## src/rtl/hsvws_pkg.sv

```systemverilog
// Shared types and constants for the HSV to WS2812 pulse encoder.
// No dependencies; imported by every module of the block.
`default_nettype none

package hsvws_pkg;

  localparam int unsigned LedCount   = 64;   // strip length, 1..256
  localparam int unsigned BitsPerLed = 24;
  localparam int unsigned SectorDeg  = 60;
  localparam int unsigned HueLimit   = 360;

  localparam int unsigned DutyW  = 6;
  localparam int unsigned SlotW  = 14;
  localparam int unsigned CntW   = 5;
  localparam int unsigned InDataW  = 40;
  localparam int unsigned OutDataW = 24;
  localparam int unsigned ApbAddrW = 3;

  // floor(m/60) as (m * Recip60) >> Recip60Sh, exact for m <= 255*60
  localparam int unsigned Recip60   = 17477;
  localparam int unsigned Recip60Sh = 20;

  localparam logic [DutyW-1:0] DutyOneRst  = DutyW'(40);
  localparam logic [DutyW-1:0] DutyZeroRst = DutyW'(20);

  localparam logic [ApbAddrW-1:0] AddrDutyOne  = ApbAddrW'(0);
  localparam logic [ApbAddrW-1:0] AddrDutyZero = ApbAddrW'(4);

  typedef enum logic [2:0] {
    SecRedGreen   = 3'd0,
    SecGreenRed   = 3'd1,
    SecGreenBlue  = 3'd2,
    SecBlueGreen  = 3'd3,
    SecBlueRed    = 3'd4,
    SecRedBlue    = 3'd5,
    SecBlack      = 3'd6
  } sector_e;

  typedef struct packed {
    logic [DutyW-1:0] duty_one;
    logic [DutyW-1:0] duty_zero;
  } duty_cfg_t;

  // colour item handed from the colour pipeline to the serializer
  typedef struct packed {
    logic             err;
    logic [SlotW-1:0] base;
    logic [23:0]      grb;
  } pix_item_t;

endpackage

`default_nettype wire

```

## src/rtl/hsvws_cfg_regs.sv

```systemverilog
// APB register file for the two duty codes.
// Depends on hsvws_pkg.
`default_nettype none

module hsvws_cfg_regs
  import hsvws_pkg::*;
(
  input  wire logic                clk_i,
  input  wire logic                rst_ni,
  input  wire logic                psel_i,
  input  wire logic                penable_i,
  input  wire logic                pwrite_i,
  input  wire logic [ApbAddrW-1:0] paddr_i,
  input  wire logic [31:0]         pwdata_i,
  output logic      [31:0]         prdata_o,
  output logic                     pready_o,
  output duty_cfg_t                cfg_o
);

  logic [DutyW-1:0] duty_one_q, duty_one_d;
  logic [DutyW-1:0] duty_zero_q, duty_zero_d;
  logic             wr_en;

  assign pready_o = 1'b1;
  assign wr_en    = psel_i & penable_i & pwrite_i & pready_o;

  // decode on the word address bit
  always_comb begin
    duty_one_d  = duty_one_q;
    duty_zero_d = duty_zero_q;
    if (wr_en) begin
      if (paddr_i[2] == AddrDutyZero[2]) begin
        duty_zero_d = pwdata_i[DutyW-1:0];
      end else begin
        duty_one_d = pwdata_i[DutyW-1:0];
      end
    end
  end

  always_ff @(posedge clk_i or negedge rst_ni) begin
    if (!rst_ni) begin
      duty_one_q  <= DutyOneRst;
      duty_zero_q <= DutyZeroRst;
    end else begin
      duty_one_q  <= duty_one_d;
      duty_zero_q <= duty_zero_d;
    end
  end

  always_comb begin
    if (paddr_i[2] == AddrDutyOne[2]) begin
      prdata_o = {{(32-DutyW){1'b0}}, duty_one_q};
    end else begin
      prdata_o = {{(32-DutyW){1'b0}}, duty_zero_q};
    end
  end

  assign cfg_o.duty_one  = duty_one_q;
  assign cfg_o.duty_zero = duty_zero_q;

endmodule

`default_nettype wire

```

## src/rtl/hsvws_color_pipe.sv

```systemverilog
// Four-stage HSV to GRB pipeline: product, chroma, slope product, slope divide.
// Depends on hsvws_pkg.
`default_nettype none

module hsvws_color_pipe
  import hsvws_pkg::*;
(
  input  wire logic  clk_i,
  input  wire logic  rst_ni,
  input  wire logic  in_valid_i,
  output logic       in_ready_o,
  input  wire logic [7:0] led_i,
  input  wire logic [8:0] hue_i,
  input  wire logic [7:0] sat_i,
  input  wire logic [7:0] val_i,
  output logic       out_valid_o,
  input  wire logic  out_ready_i,
  output pix_item_t  out_item_o
);

  // stage A: sector decode, s*v
  logic             a_vld_q;
  logic             a_err_q;
  logic [SlotW-1:0] a_base_q;
  sector_e          a_sec_q, a_sec_d;
  logic [5:0]       a_off_q, a_off_d;
  logic [7:0]       a_v_q;
  logic [15:0]      a_p_q;
  // stage B: chroma and min
  logic             b_vld_q;
  logic             b_err_q;
  logic [SlotW-1:0] b_base_q;
  sector_e          b_sec_q;
  logic [5:0]       b_off_q;
  logic [7:0]       b_v_q, b_chroma_q, b_lo_q;
  // stage C: chroma*offset
  logic             c_vld_q;
  logic             c_err_q;
  logic [SlotW-1:0] c_base_q;
  sector_e          c_sec_q;
  logic [7:0]       c_v_q, c_lo_q;
  logic [13:0]      c_m_q;
  // stage D: packed colour
  logic             d_vld_q;
  pix_item_t        d_item_q, d_item_d;

  logic a_en, b_en, c_en, d_en;
  logic [16:0] b_t;
  logic [28:0] d_prod;
  logic [7:0]  d_slope;

  assign d_en = ~d_vld_q | out_ready_i;
  assign c_en = ~c_vld_q | d_en;
  assign b_en = ~b_vld_q | c_en;
  assign a_en = ~a_vld_q | b_en;
  assign in_ready_o = a_en;

  always_comb begin
    a_sec_d = SecBlack;
    a_off_d = '0;
    if (hue_i < 9'(SectorDeg)) begin
      a_sec_d = SecRedGreen;
      a_off_d = hue_i[5:0];
    end else if (hue_i < 9'(2*SectorDeg)) begin
      a_sec_d = SecGreenRed;
      a_off_d = 6'(9'(2*SectorDeg) - hue_i);
    end else if (hue_i < 9'(3*SectorDeg)) begin
      a_sec_d = SecGreenBlue;
      a_off_d = 6'(hue_i - 9'(2*SectorDeg));
    end else if (hue_i < 9'(4*SectorDeg)) begin
      a_sec_d = SecBlueGreen;
      a_off_d = 6'(9'(4*SectorDeg) - hue_i);
    end else if (hue_i < 9'(5*SectorDeg)) begin
      a_sec_d = SecBlueRed;
      a_off_d = 6'(hue_i - 9'(4*SectorDeg));
    end else if (hue_i < 9'(HueLimit)) begin
      a_sec_d = SecRedBlue;
      a_off_d = 6'(9'(HueLimit) - hue_i);
    end
  end

  // p/255 = (p + (p >> 8) + 1) >> 8 over the product range
  assign b_t = 17'(a_p_q) + 17'(a_p_q[15:8]) + 17'd1;

  assign d_prod  = 29'(c_m_q) * 29'(Recip60);
  assign d_slope = c_lo_q + d_prod[Recip60Sh +: 8];

  always_comb begin
    d_item_d.err  = c_err_q;
    d_item_d.base = c_base_q;
    case (c_sec_q)
      SecRedGreen:  d_item_d.grb = {d_slope, c_v_q, c_lo_q};
      SecGreenRed:  d_item_d.grb = {c_v_q, d_slope, c_lo_q};
      SecGreenBlue: d_item_d.grb = {c_v_q, c_lo_q, d_slope};
      SecBlueGreen: d_item_d.grb = {d_slope, c_lo_q, c_v_q};
      SecBlueRed:   d_item_d.grb = {c_lo_q, d_slope, c_v_q};
      SecRedBlue:   d_item_d.grb = {c_lo_q, c_v_q, d_slope};
      default:      d_item_d.grb = '0;
    endcase
  end

  always_ff @(posedge clk_i or negedge rst_ni) begin
    if (!rst_ni) begin
      a_vld_q <= 1'b0;
      b_vld_q <= 1'b0;
      c_vld_q <= 1'b0;
      d_vld_q <= 1'b0;
    end else begin
      if (a_en) a_vld_q <= in_valid_i;
      if (b_en) b_vld_q <= a_vld_q;
      if (c_en) c_vld_q <= b_vld_q;
      if (d_en) d_vld_q <= c_vld_q;
    end
  end

  always_ff @(posedge clk_i) begin
    if (a_en) begin
      a_err_q  <= {1'b0, led_i} >= 9'(LedCount);
      a_base_q <= SlotW'({led_i, 4'b0}) + SlotW'({led_i, 3'b0});
      a_sec_q  <= a_sec_d;
      a_off_q  <= a_off_d;
      a_v_q    <= val_i;
      a_p_q    <= 16'(sat_i) * 16'(val_i);
    end
    if (b_en) begin
      b_err_q    <= a_err_q;
      b_base_q   <= a_base_q;
      b_sec_q    <= a_sec_q;
      b_off_q    <= a_off_q;
      b_v_q      <= a_v_q;
      b_chroma_q <= b_t[15:8];
      b_lo_q     <= a_v_q - b_t[15:8];
    end
    if (c_en) begin
      c_err_q  <= b_err_q;
      c_base_q <= b_base_q;
      c_sec_q  <= b_sec_q;
      c_v_q    <= b_v_q;
      c_lo_q   <= b_lo_q;
      c_m_q    <= 14'(b_chroma_q) * 14'(b_off_q);
    end
    if (d_en) begin
      d_item_q <= d_item_d;
    end
  end

  assign out_valid_o = d_vld_q;
  assign out_item_o  = d_item_q;

endmodule

`default_nettype wire

```

## src/rtl/hsvws_serializer.sv

```systemverilog
// Serializer: shifts the GRB word out MSB first as 24 duty codes with slots.
// Depends on hsvws_pkg.
`default_nettype none

module hsvws_serializer
  import hsvws_pkg::*;
(
  input  wire logic      clk_i,
  input  wire logic      rst_ni,
  input  wire duty_cfg_t cfg_i,
  input  wire logic      in_valid_i,
  output logic           in_ready_o,
  input  wire pix_item_t in_item_i,
  output logic           out_valid_o,
  input  wire logic      out_ready_i,
  output logic [SlotW-1:0] slot_o,
  output logic [DutyW-1:0] code_o,
  output logic           err_o,
  output logic           last_o
);

  logic             vld_q;
  logic             err_q;
  logic [SlotW-1:0] base_q;
  logic [23:0]      grb_q;
  logic [CntW-1:0]  cnt_q;
  logic             take, done, load;

  assign last_o     = err_q | (cnt_q == CntW'(BitsPerLed - 1));
  assign take       = vld_q & out_ready_i;
  assign done       = take & last_o;
  assign in_ready_o = ~vld_q | done;
  assign load       = in_valid_i & in_ready_o;

  always_ff @(posedge clk_i or negedge rst_ni) begin
    if (!rst_ni) begin
      vld_q <= 1'b0;
      cnt_q <= '0;
    end else if (load) begin
      vld_q <= 1'b1;
      cnt_q <= '0;
    end else if (done) begin
      vld_q <= 1'b0;
    end else if (take) begin
      cnt_q <= cnt_q + CntW'(1);
    end
  end

  always_ff @(posedge clk_i) begin
    if (load) begin
      err_q  <= in_item_i.err;
      base_q <= in_item_i.base;
      grb_q  <= in_item_i.grb;
    end else if (take) begin
      grb_q <= {grb_q[22:0], 1'b0};
    end
  end

  assign out_valid_o = vld_q;
  assign err_o       = err_q;
  assign slot_o      = err_q ? '0 : base_q + SlotW'(cnt_q);
  always_comb begin
    if (err_q) begin
      code_o = '0;
    end else if (grb_q[23]) begin
      code_o = cfg_i.duty_one;
    end else begin
      code_o = cfg_i.duty_zero;
    end
  end

endmodule

`default_nettype wire

```

## src/rtl/hsv_to_ws2812_pulse_encoder_unit.sv

```systemverilog
// HSV to WS2812 pulse encoder: top level.
// Uses hsvws_pkg, hsvws_cfg_regs, hsvws_color_pipe and hsvws_serializer.
//
// Slave stream takes one request per LED: index, hue (degrees), saturation
// and value. Master stream returns 24 duty codes per LED, G MSB first, each
// with its pulse buffer slot led*24+bit; tlast marks the 24th. An index at
// or beyond the strip length gives one result with tuser set, tlast set and
// zero data. APB port: duty code for a one bit at 0x0, for a zero at 0x4.
//
// The first code of a request passes the four colour stages and then the
// serializer register. One code per cycle while the master side is ready;
// a colour request occupies the serializer for its 24 codes, an error
// request for one code. The colour pipeline buffers up to
// four more requests and keeps taking them while the serializer works.
// Reset clears all valid bits and loads the duty codes 40 and 20.
// A stalled master side holds the current code and fills the pipeline;
// tready on the slave side drops once all stages are full.
`default_nettype none

module hsv_to_ws2812_pulse_encoder_unit
  import hsvws_pkg::*;
(
  input  wire logic                clk_i,
  input  wire logic                rst_ni,
  input  wire logic                s_axis_tvalid_i,
  output logic                     s_axis_tready_o,
  // [7:0] led_index, [16:8] hue, [24:17] saturation, [32:25] brightness
  input  wire logic [InDataW-1:0]  s_axis_tdata_i,
  output logic                     m_axis_tvalid_o,
  input  wire logic                m_axis_tready_i,
  // [13:0] slot_address, [19:14] pulse_code
  output logic [OutDataW-1:0]      m_axis_tdata_o,
  // [0] index_error
  output logic                     m_axis_tuser_o,
  output logic                     m_axis_tlast_o,
  input  wire logic                psel_i,
  input  wire logic                penable_i,
  input  wire logic                pwrite_i,
  input  wire logic [ApbAddrW-1:0] paddr_i,
  input  wire logic [31:0]         pwdata_i,
  output logic      [31:0]         prdata_o,
  output logic                     pready_o
);

  duty_cfg_t        cfg;
  logic             pix_valid, pix_ready;
  pix_item_t        pix_item;
  logic [SlotW-1:0] slot;
  logic [DutyW-1:0] code;

  hsvws_cfg_regs u_cfg (
    .clk_i     (clk_i),
    .rst_ni    (rst_ni),
    .psel_i    (psel_i),
    .penable_i (penable_i),
    .pwrite_i  (pwrite_i),
    .paddr_i   (paddr_i),
    .pwdata_i  (pwdata_i),
    .prdata_o  (prdata_o),
    .pready_o  (pready_o),
    .cfg_o     (cfg)
  );

  hsvws_color_pipe u_pipe (
    .clk_i       (clk_i),
    .rst_ni      (rst_ni),
    .in_valid_i  (s_axis_tvalid_i),
    .in_ready_o  (s_axis_tready_o),
    .led_i       (s_axis_tdata_i[7:0]),
    .hue_i       (s_axis_tdata_i[16:8]),
    .sat_i       (s_axis_tdata_i[24:17]),
    .val_i       (s_axis_tdata_i[32:25]),
    .out_valid_o (pix_valid),
    .out_ready_i (pix_ready),
    .out_item_o  (pix_item)
  );

  hsvws_serializer u_ser (
    .clk_i       (clk_i),
    .rst_ni      (rst_ni),
    .cfg_i       (cfg),
    .in_valid_i  (pix_valid),
    .in_ready_o  (pix_ready),
    .in_item_i   (pix_item),
    .out_valid_o (m_axis_tvalid_o),
    .out_ready_i (m_axis_tready_i),
    .slot_o      (slot),
    .code_o      (code),
    .err_o       (m_axis_tuser_o),
    .last_o      (m_axis_tlast_o)
  );

  assign m_axis_tdata_o = {{(OutDataW-SlotW-DutyW){1'b0}}, code, slot};

endmodule

`default_nettype wire
```

## config.mk

```make
export PLATFORM = sky130hd
export DESIGN_NAME = hsv_to_ws2812_pulse_encoder_unit
export DESIGN_NICKNAME = d
export VERILOG_FILES = /design/src/rtl/hsvws_pkg.sv /design/src/rtl/hsvws_cfg_regs.sv /design/src/rtl/hsvws_color_pipe.sv /design/src/rtl/hsvws_serializer.sv /design/src/rtl/hsv_to_ws2812_pulse_encoder_unit.sv
export SDC_FILE = /design/constraint.sdc
export NUM_CORES = 1
export LEC_CHECK = 0
export BUFFER_PORTS_ARGS = -buffer_cell sky130_fd_sc_hd__buf_2
export CAP_MARGIN = 40
export CORE_MARGIN = 2
export CORE_UTILIZATION = 45
export DETAILED_ROUTE_END_ITERATION = 6
export GPL_ROUTABILITY_DRIVEN = 0
export PLACE_DENSITY = 0.7
export SLEW_MARGIN = 0
export SYNTH_ARGS = -nofsm -noshare
export SYNTH_HDL_FRONTEND = slang
export SYNTH_SLANG_ARGS = --single-unit
export TNS_END_PERCENT = 50
```

## constraint.sdc

```tcl
create_clock -name clk_i -period 6.7 [get_ports clk_i]
set_input_delay 1.34 -clock clk_i [delete_from_list [all_inputs] [get_ports clk_i]]
set_output_delay 1.34 -clock clk_i [all_outputs]
set_load 0.03 [all_outputs]
```

==> flow_summary.json, run 1 <==
{
  "io_buffer_count": 76,
  "worstRegToRegCells": 22,
  "start_util_pct": 45.6,
  "wl_um": 27000,
  "grt_pass1_wl_um": 45900,
  "grt_overflow": 0,
  "clock-sinks": 224,
  "fmaxAchievable_mhz": 158,
  "antenna_found_initial": 0,
  "seq_area_um2": 6620,
  "antenna_cells": 0,
  "htreeDepth": 1,
  "worstHoldPathCells": 0,
  "yosysSeqAreaShare_pct": 42.1,
  "die_height_um": 191,
  "numCtsBuffers": 22,
  "hp-start": "u_pipe.b_v_q[1]",
  "cts_root_buffer": "clkbuf_16",
  "hold_viol_final": 0,
  "fp-row-count": 68,
  "dr.pass1.iters": 4,
  "clkTransAtPathRegs_ps": 60,
  "ios": 143,
  "synth_top_area_share_pct": 38.6,
  "critPathKind": "reg2reg",
  "core_area_um2": 34500,
  "nNetsFinal": 1804,
  "drive_above_1_share_pct": 13.9,
  "async_flop_share_pct": 9.82,
  "cp.required_ps": 6940,
  "yosys-top-cells-area": "edfxtp_1 39%, ha_1 15%, fa_1 11%, inv_1 3.9%, mux2_2 3.6%",
  "synth-edff-count": 202,
  "rsz0062_at_grt": "no",
  "synth_top_area_cell": "edfxtp_1",
  "ys_seq_elements": 224,
  "startpoint_type": "flip-flop",
  "rr_endpoint": "u_pipe.out_item_o[7]",
  "grt_use_total_pct": 15.2,
  "vias": 9724,
  "maxCapViolations": 0,
  "cts_tree": "yes",
  "relSlewSlack_pct": 41.7,
  "vias_per_cell": 5.05,
  "fillers": 2931,
  "hold_buffers": 0,
  "multi_input_area_um2": 8320,
  "grt_pass1_vias": 9904,
  "post-dp-hpwl_um": 21100,
  "synth_area_um2": 15700,
  "skew_ps": 13.5,
  "tightest_slew_ps": 872,
  "first_iter_violations": 392,
  "hold_class": "reg2reg",
  "syn_area_per_cell_um2": 11.5,
  "clkLatencyLatePin_ps": 510,
  "regToRegSetupSlack_ps": 350,
  "syn_to_final_growth_pct": 10.9,
  "setup.worst_path.end_class": "flip-flop",
  "arrival_ps": 6590,
  "rr_startpoint": "u_pipe.c_m_q[13]",
  "antenna_left": 0,
  "status": "complete, no violations",
  "die_width_um": 191,
  "dieArea_um2": 36400,
  "synth_cell_type_count": 70,
  "period_minus_slack_ps": 6350,
  "synth_cells": 1361,
  "synth_most_common_cell": "edfxtp_1",
  "grt_max_degree": 47,
  "setup_tns_ps": 0,
  "hold_end": "u_pipe.c_v_q[1]",
  "wl_per_cell_um": 14.0,
  "crit_path_max_fanout": 4,
  "finalMaxSlewViolations": 0,
  "finalSetupViolCount": 0,
  "cts_max_path_buffers": 3,
  "synth_common_cells": "202 x edfxtp_1, 184 x ha_1, 162 x inv_1, 121 x nand2_1, 85 x fa_1",
  "synthFlopType": "edfxtp_1",
  "synth_warnings": 0,
  "fin_crit_sh_pct": 94.7,
  "drc": 0
}
-- area by class of cell --
cell class | instances | area share [%]
clock buffers | 29 | 3.48
clock inverters | 11 | 0.991
inverters | 163 | 3.51
multi-input cells | 949 | 47.7
flip-flops and latches | 224 | 38.0
well taps | 455 | 3.27
repair buffers | 93 | 3.03
-- cells by family after synthesis --
group / count (synthesis) / synth area share, %
and+or+nand+nor: 322 / 9.95
adders and majority gates: 269 / 25.5
DFF: 224 / 42.1
buffers and inverters: 217 / 5.96
AOI/OAI and AO/OA: 195 / 8.09
muxes: 71 / 4.92
xor gates and xnor gates: 61 / 3.40
other: 2 / 0.0478
-- worst max-delay path: stages, from the launching register on --
cell and delay [ps]:
edfxtp_1 430, ha_1 330, fa_1 530, fa_1 440, fa_1 460, fa_1 460, ha_1 330, nand2_1 50
nor2_1 140, nand3_1 160, a211oi_2 350, nor2_2 100, o31ai_4 310, xor2_2 190, ha_1 280, a21o_1 180
or3_1 320, o21ai_2 170, xnor2_2 110, a311o_1 290, and3_4 160, mux2i_1 190, o32ai_2 100
-- through the flow --
| stage | std cells | utilization, % | hold slack (ps) | setup slack, ps | instance area [um2] |
|---|---|---|---|---|---|
| 4_1_cts | 1921 | 50.4 | 409 | 153 | 17400 |
| 3_3_place_gp | 1879 | 48.0 | 401 | 289 | 16600 |
| 3_5_place_dp | 1881 | 48.1 | 405 | 212 | 16600 |
| 5_1_grt | 1924 | 50.6 | 415 | 19.1 | 17400 |
| 2_1_floorplan | 1390 | - | 400 | 665 | 15800 |
| 6_report | 1924 | 50.6 | 412 | 355 | 17400 |
-- flip-flops by register name, summed over array words and instances, names as in the netlist, 3 cells and up --
register / flops
u_pipe.out_item_o: 35
u_ser.grb_q: 24
u_pipe.a_p_q: 16
u_pipe.c_m_q: 14
u_pipe.a_base_q: 10
u_pipe.b_base_q: 10
u_pipe.c_base_q: 10
u_ser.base_q: 10
u_pipe.a_v_q: 8
u_pipe.b_chroma_q: 8
u_pipe.b_lo_q: 8
u_pipe.b_v_q: 8
u_pipe.c_lo_q: 8
u_pipe.c_v_q: 8
u_cfg.duty_one_q: 6
u_cfg.duty_zero_q: 6
u_pipe.a_off_q: 6
u_pipe.b_off_q: 6
u_ser.cnt_q: 5
u_pipe.a_sec_q: 3
u_pipe.b_sec_q: 3
u_pipe.c_sec_q: 3
-- routing by layer --
| layer | wire length [um] | vias to the layer above | global-route usage [%] |
|---|---|---|---|
| met4 | 665 | 0 | 4.89 |
| met2 | 13700 | 177 | 27.3 |
| met3 | 914 | 51 | 1.80 |
| met1 | 11700 | 4643 | 19.0 |
| li1 | - | 4853 | - |
| met5 | 0 | - | 0 |
-- worst max path at each step --
| stage | startpoint | end | slack, ps | cells past startpoint |
|---|---|---|---|---|
| after floorplan | u_pipe.c_m_q[11] | u_pipe.out_item_o[7] | 660 | 22 |
| after global placement | u_pipe.c_m_q[10] | u_pipe.out_item_o[14] | 290 | 26 |
| after detailed placement | u_pipe.c_m_q[11] | u_pipe.out_item_o[7] | 210 | 22 |
| after CTS | u_pipe.c_m_q[10] | u_pipe.out_item_o[14] | 150 | 26 |
| after global routing | u_pipe.c_m_q[13] | u_pipe.out_item_o[7] | 20 | 22 |
| final | u_pipe.c_m_q[13] | u_pipe.out_item_o[7] | 350 | 22 |
-- what timing repair did --
item	in CTS	in global routing
setup buffers	0	3
gates resized for setup	0	10
setup endpoints to repair	0	9
-- layout by cell type, fill, tap and decap left out, types with 6 or more instances in the layout --
cell / instances
a21o_1: 16
a21oi_1: 50
a31oi_1: 6
and2_1: 59
buf_2: 76
buf_4: 16
clkbuf_16: 22
conb_1: 31
dfrtp_1: 18
edfxtp_1: 202
fa_1: 85
ha_1: 183
inv_1: 162
mux2_2: 50
mux2i_1: 21
nand2_1: 120
nand2b_1: 7
nand3_1: 15
nand4_1: 7
nor2_1: 54
nor2b_1: 15
nor3_1: 14
o21a_1: 7
o21ai_0: 47
o21bai_1: 10
o22ai_1: 9
or3_1: 8
xnor2_1: 41
xor2_1: 18
Power of run 1 is left out: the tool's default activity adds up to more than one toggle a clock period on the data nets, which glitch-free logic cannot reach.
==> run 2: changes to the inputs <==
--- a/config.mk
+++ b/config.mk
@@ -7,11 +7,13 @@
 export LEC_CHECK = 0
 export BUFFER_PORTS_ARGS = -buffer_cell sky130_fd_sc_hd__buf_2
 export CAP_MARGIN = 40
+export CELL_PAD_IN_SITES_DETAIL_PLACEMENT = 0
+export CELL_PAD_IN_SITES_GLOBAL_PLACEMENT = 1
 export CORE_MARGIN = 2
 export CORE_UTILIZATION = 45
 export DETAILED_ROUTE_END_ITERATION = 6
 export GPL_ROUTABILITY_DRIVEN = 0
-export PLACE_DENSITY = 0.7
+export PLACE_DENSITY = 0.83
 export SLEW_MARGIN = 0
 export SYNTH_ARGS = -nofsm -noshare
 export SYNTH_HDL_FRONTEND = slang
==> run 2 against run 1 <==
Against the previous run:
- count of clock-buffer cells in the layout is 4 lower
- setup slack worse by 24 ps
- first-iteration DRC count rose by 4.3%
- critical path depth stayed put
- sequential share of layout area up 0.052 points
- critical endpoint unchanged
==> flow_summary.json, run 2 (same netlist as run 1, synthesis figures left out) <==
{
  "status": "complete, no violations",
  "placed_cell_area_um2": 16600,
  "fin_crit_sh_pct": 95.1,
  "skew_ps": 14.7,
  "routed-wl-met3_um": 705,
  "tightest_slew_ps": 795,
  "arrival_ps": 6720,
  "cts_root_buffer": "clkbuf_16",
  "die_width_um": 191,
  "htreeDepth": 1,
  "grt_use_total_pct": 15.5,
  "post-dp-hpwl_um": 21400,
  "maxCapViolations": 0,
  "antenna_found_initial": 0,
  "start_util_pct": 45.6,
  "clkTransAtPathRegs_ps": 70,
  "core_area_um2": 34500,
  "die_height_um": 191,
  "top_layer": "met4",
  "drc": 0,
  "drive_above_1_share_pct": 14.2,
  "largest_register_ffs": 35,
  "postLayoutCellArea_um2": 17400,
  "final_cell_mix": "202 x edfxtp_1, 184 x ha_1, 162 x inv_1",
  "ios": 143,
  "drt-met1-wl_um": 12700,
  "critPathKind": "reg2reg",
  "grt_pass1_wl_um": 46700,
  "grt_overflow": 0,
  "postLayoutCoreUtil_pct": 50.5,
  "cp.required_ps": 7050,
  "grt_pass1_vias": 9902,
  "final_common_cell": "edfxtp_1",
  "crit_path_max_fanout": 4,
  "fp-row-count": 68,
  "setup.worst_path.end_class": "flip-flop",
  "finalSetupViolCount": 0,
  "setup_tns_ps": 0,
  "relSlewSlack_pct": 46.6,
  "nNetsFinal": 1806,
  "period_minus_slack_ps": 6370,
  "first_iter_violations": 409,
  "syn_to_final_growth_pct": 10.8,
  "fmaxAchievable_mhz": 157,
  "grt_max_degree": 47,
  "crit_top_cell": "fa_1",
  "hold_buffers": 0,
  "dieArea_um2": 36400,
  "crit_path_cell_trace": "ha_1 -> fa_1 -> fa_1 -> fa_1 -> fa_1 -> ha_1 -> nand2_1 -> nor2_1 -> nand3_2 -> a211oi_2 -> nor2_2 -> o31ai_4 -> xor2_2 -> ha_1 -> a21o_1 -> or3_1 -> o21ai_2 -> xnor2_2 -> mux2i_1 -> and3_4 -> a21oi_2 -> o32ai_2",
  "startpoint_type": "flip-flop",
  "rsz0062_at_grt": "no",
  "dr.pass1.iters": 4,
  "vias_per_cell": 5.06,
  "clock-sinks": 224,
  "vias": 9747,
  "cts_max_path_buffers": 3,
  "antenna_cells": 0,
  "antenna_left": 0,
  "clkLatencyLatePin_ps": 530,
  "hold_viol_final": 0,
  "hold_class": "reg2reg",
  "wl_per_cell_um": 14.4,
  "cts_tree": "yes",
  "route.met2.wl_um": 13900,
  "io_buffer_count": 76,
  "wl_um": 27800,
  "critPathMaxStageDelay_ps": 530,
  "finalMaxSlewViolations": 0,
  "numCtsBuffers": 23,
  "slowest_stage": "fa_1"
}
run 2: path summary, 6_finish.rpt:
path                                   endpoint  slack, ps  cells past startpoint              from
min reg2reg                     u_pipe.c_v_q[7]        410                      0   u_pipe.b_v_q[7]
min                             u_pipe.c_v_q[7]        410                      0   u_pipe.b_v_q[7]
min in group asynchronous  u_cfg.duty_zero_q[3]        780                      1            rst_ni
max                        u_pipe.out_item_o[7]        330                     22  u_pipe.c_m_q[13]
max in group asynchronous  u_cfg.duty_zero_q[2]       5560                      1            rst_ni
max reg2reg                u_pipe.out_item_o[7]        330                     22  u_pipe.c_m_q[13]
run 2: what timing repair did:
item                       in CTS  in global routing
setup buffers                   0                  2
resized for setup               0                 11
setup endpoints to repair       0                  6
run 2: final cells by class:
cell class,count,area [um2]
Timing Repair Buffer,94,548
Fill cell,3026,17100
Inverter,163,612
Multi-Input combinational cell,949,8330
Tap cell,455,569
Clock inverter,16,143
Clock buffer,25,583
Sequential cell,224,6620
run 2: through the flow:
stage          std cells  hold WS, ps  worst slack (ps)
2_1_floorplan       1390          400               665
3_3_place_gp        1880          401               258
3_5_place_dp        1883          405               172
4_1_cts             1924          412               122
5_1_grt             1926          421              3.04
6_report            1926          415               330
run 2: critical path, delay by kind of cell, from the launching register on:
kind / cells / cell delay [ps]
and+or+nand+nor: 6 / 990
adders and majority gates: 7 / 2840
muxes: 1 / 210
AOI/OAI and AO/OA: 6 / 1330
DFF: 1 / 440
xor gates and xnor gates: 2 / 380
run 2: metal layers:
layer | vias up | global-route usage [%]
li1 | 4850 | -
met1 | 4717 | 20.3
met2 | 139 | 27.8
met3 | 41 | 1.55
met4 | 0 | 3.64
met5 | - | 0
Power of run 2 is left out for the same reason.
==> run 3: changes to the inputs <==
--- a/config.mk
+++ b/config.mk
@@ -14,7 +14,7 @@
 export DETAILED_ROUTE_END_ITERATION = 6
 export GPL_ROUTABILITY_DRIVEN = 0
 export PLACE_DENSITY = 0.83
-export SLEW_MARGIN = 0
+export SLEW_MARGIN = 20
 export SYNTH_ARGS = -nofsm -noshare
 export SYNTH_HDL_FRONTEND = slang
 export SYNTH_SLANG_ARGS = --single-unit
==> constraint.sdc (replaced) <==
create_clock -name clk_i -period 7.3 [get_ports clk_i]
set_input_delay 1.46 -clock clk_i [delete_from_list [all_inputs] [get_ports clk_i]]
set_output_delay 1.46 -clock clk_i [all_outputs]
set_load 0.03 [all_outputs]
==> run 3 against run 2 <==
Against the previous run:
- design area is 0.52% lower
- maximum frequency is 5.5% lower
- flip-flop and latch count stayed put
- count of clock-buffer cells in the layout is 4 higher
- register-to-register slack better by 230 ps
- global-route usage is 0.27 points lower
- critical path depth is 3 higher
- sequential share of layout area is 0.20 points higher
- non-clock buffer count is 8 lower
- via count is 0.26% lower
- largest cell class unchanged
==> flow_summary.json, run 3 (same netlist as run 1, synthesis figures left out) <==
{
  "core_area_um2": 34500,
  "grt_use_total_pct": 15.3,
  "io_buffer_count": 76,
  "postCtsResizedCells": 0,
  "setup_tns_ps": 0,
  "dr.pass1.iters": 4,
  "rr_startpoint": "u_pipe.c_m_q[5]",
  "die_height_um": 191,
  "tightest_slew_ps": 797,
  "antenna_left": 0,
  "setup.worst_path.end_class": "flip-flop",
  "drc": 0,
  "cp.required_ps": 7640,
  "cts_root_buffer": "clkbuf_16",
  "hold_viol_final": 0,
  "arrival_ps": 7080,
  "drive_above_1_share_pct": 13.1,
  "seq_area_um2": 6620,
  "vias": 9722,
  "endpoint": "u_pipe.out_item_o[7]",
  "antenna_found_initial": 0,
  "critPathMaxStageDelay_ps": 500,
  "grt_overflow": 0,
  "die_width_um": 191,
  "multi_input_area_um2": 8280,
  "crit_path_max_fanout": 5,
  "post-dp-hpwl_um": 21400,
  "slowest_stage": "edfxtp_1",
  "clkLatencyLatePin_ps": 520,
  "finalSetupViolCount": 0,
  "fin_crit_sh_pct": 92.3,
  "dieArea_um2": 36400,
  "hold_buffers": 0,
  "grt_pass1_vias": 9736,
  "final_cell_mix": "202 x edfxtp_1, 184 x ha_1, 162 x inv_1",
  "first_iter_violations": 488,
  "wl_per_cell_um": 14.1,
  "fillers": 3050,
  "fp-row-count": 68,
  "status": "complete, no violations",
  "hold_class": "reg2reg",
  "grt_max_degree": 47,
  "syn_to_final_growth_pct": 10.2,
  "post-cts-setup-buffer-count": 0,
  "htreeDepth": 1,
  "vias_per_cell": 5.07,
  "rr_endpoint": "u_pipe.out_item_o[7]",
  "startpoint_type": "flip-flop",
  "worstRegToRegCells": 25,
  "maxCapViolations": 0,
  "clock-sinks": 224,
  "final_common_cell": "edfxtp_1",
  "grt_pass1_wl_um": 46100,
  "ios": 143,
  "clkTransAtPathRegs_ps": 60,
  "nNetsFinal": 1798,
  "period_minus_slack_ps": 6740,
  "numCtsBuffers": 23,
  "wl_um": 27100,
  "start_util_pct": 45.6,
  "skew_ps": 8.29,
  "relSlewSlack_pct": 46.5,
  "rsz0062_at_grt": "no",
  "regToRegSetupSlack_ps": 560,
  "antenna_cells": 0,
  "crit_top_cell": "ha_1",
  "finalMaxSlewViolations": 0,
  "cts_max_path_buffers": 3,
  "critPathLaunch": "u_pipe.c_m_q[5]",
  "fmaxAchievable_mhz": 148,
  "largest_register_ffs": 35,
  "cts_tree": "yes",
  "critPathKind": "reg2reg"
}
[run 3: cell count changes in the layout (fill, tap and decap cells not counted), moves of 3 or more]
cell        before  now
buf_4           16    8
clkbuf_1         2    6
clkinvlp_4       4    1
o21ai_0         47   50
[run 3: final cells by class]
class,count,share of cell area [%]
sequential,224,38.2
clock buffer,29,3.45
tap,455,3.29
timing repair buffer,86,2.79
inverter,163,3.53
multi-input combinational,949,47.8
clock inverter,13,0.860
[run 3: metal layers]
layer,routed length (um),share of wire (%),global-route usage (%),vias to the layer above
li1,-,-,-,4840
met1,12200,45,20.1,4689
met2,13400,49,26.7,154
met3,956,3.5,1.84,39
met4,541,2.0,4.00,0
met5,0,0,0,-
[run 3: metrics by stage]
step                utilization [%]  cells  setup WS, ps  cell area (um2)  hold WS [ps]
finish                         50.2   1919           559            17300           413
global route                   50.2   1919          41.3            17300           423
CTS                            50.2   1918           501            17300           411
detailed placement             48.1   1876           515            16600           405
global placement               47.9   1874           627            16500           400
floorplan                         -   1390          1260            15800           400
[run 3: worst min-delay path by stage]
| stage | from | to | slack, ps | depth (start not counted) |
|---|---|---|---|---|
| 2_1_floorplan | u_pipe.a_base_q[10] | u_pipe.b_base_q[10] | 400 | 0 |
| 3_3_place_gp | u_pipe.a_off_q[4] | u_pipe.b_off_q[4] | 400 | 0 |
| 3_5_place_dp | u_pipe.a_sec_q[0] | u_pipe.b_sec_q[0] | 400 | 0 |
| 4_1_cts | u_pipe.b_v_q[3] | u_pipe.c_v_q[3] | 410 | 0 |
| 5_1_grt | u_pipe.b_v_q[7] | u_pipe.c_v_q[7] | 420 | 0 |
| 6_report | u_pipe.b_v_q[2] | u_pipe.c_v_q[2] | 410 | 0 |
[run 3: critical path: cells and delay by family (launching register included)]
kind	cells	cell delay, ps
AO/OA/AOI/OAI	9	2050
XOR/XNOR	2	470
adder cells (fa/ha/maj)	8	2550
buffers and inverters	2	170
flip-flops	1	500
multiplexers	1	220
AND/OR/NAND/NOR	3	600
Power of run 3 is left out for the same reason.
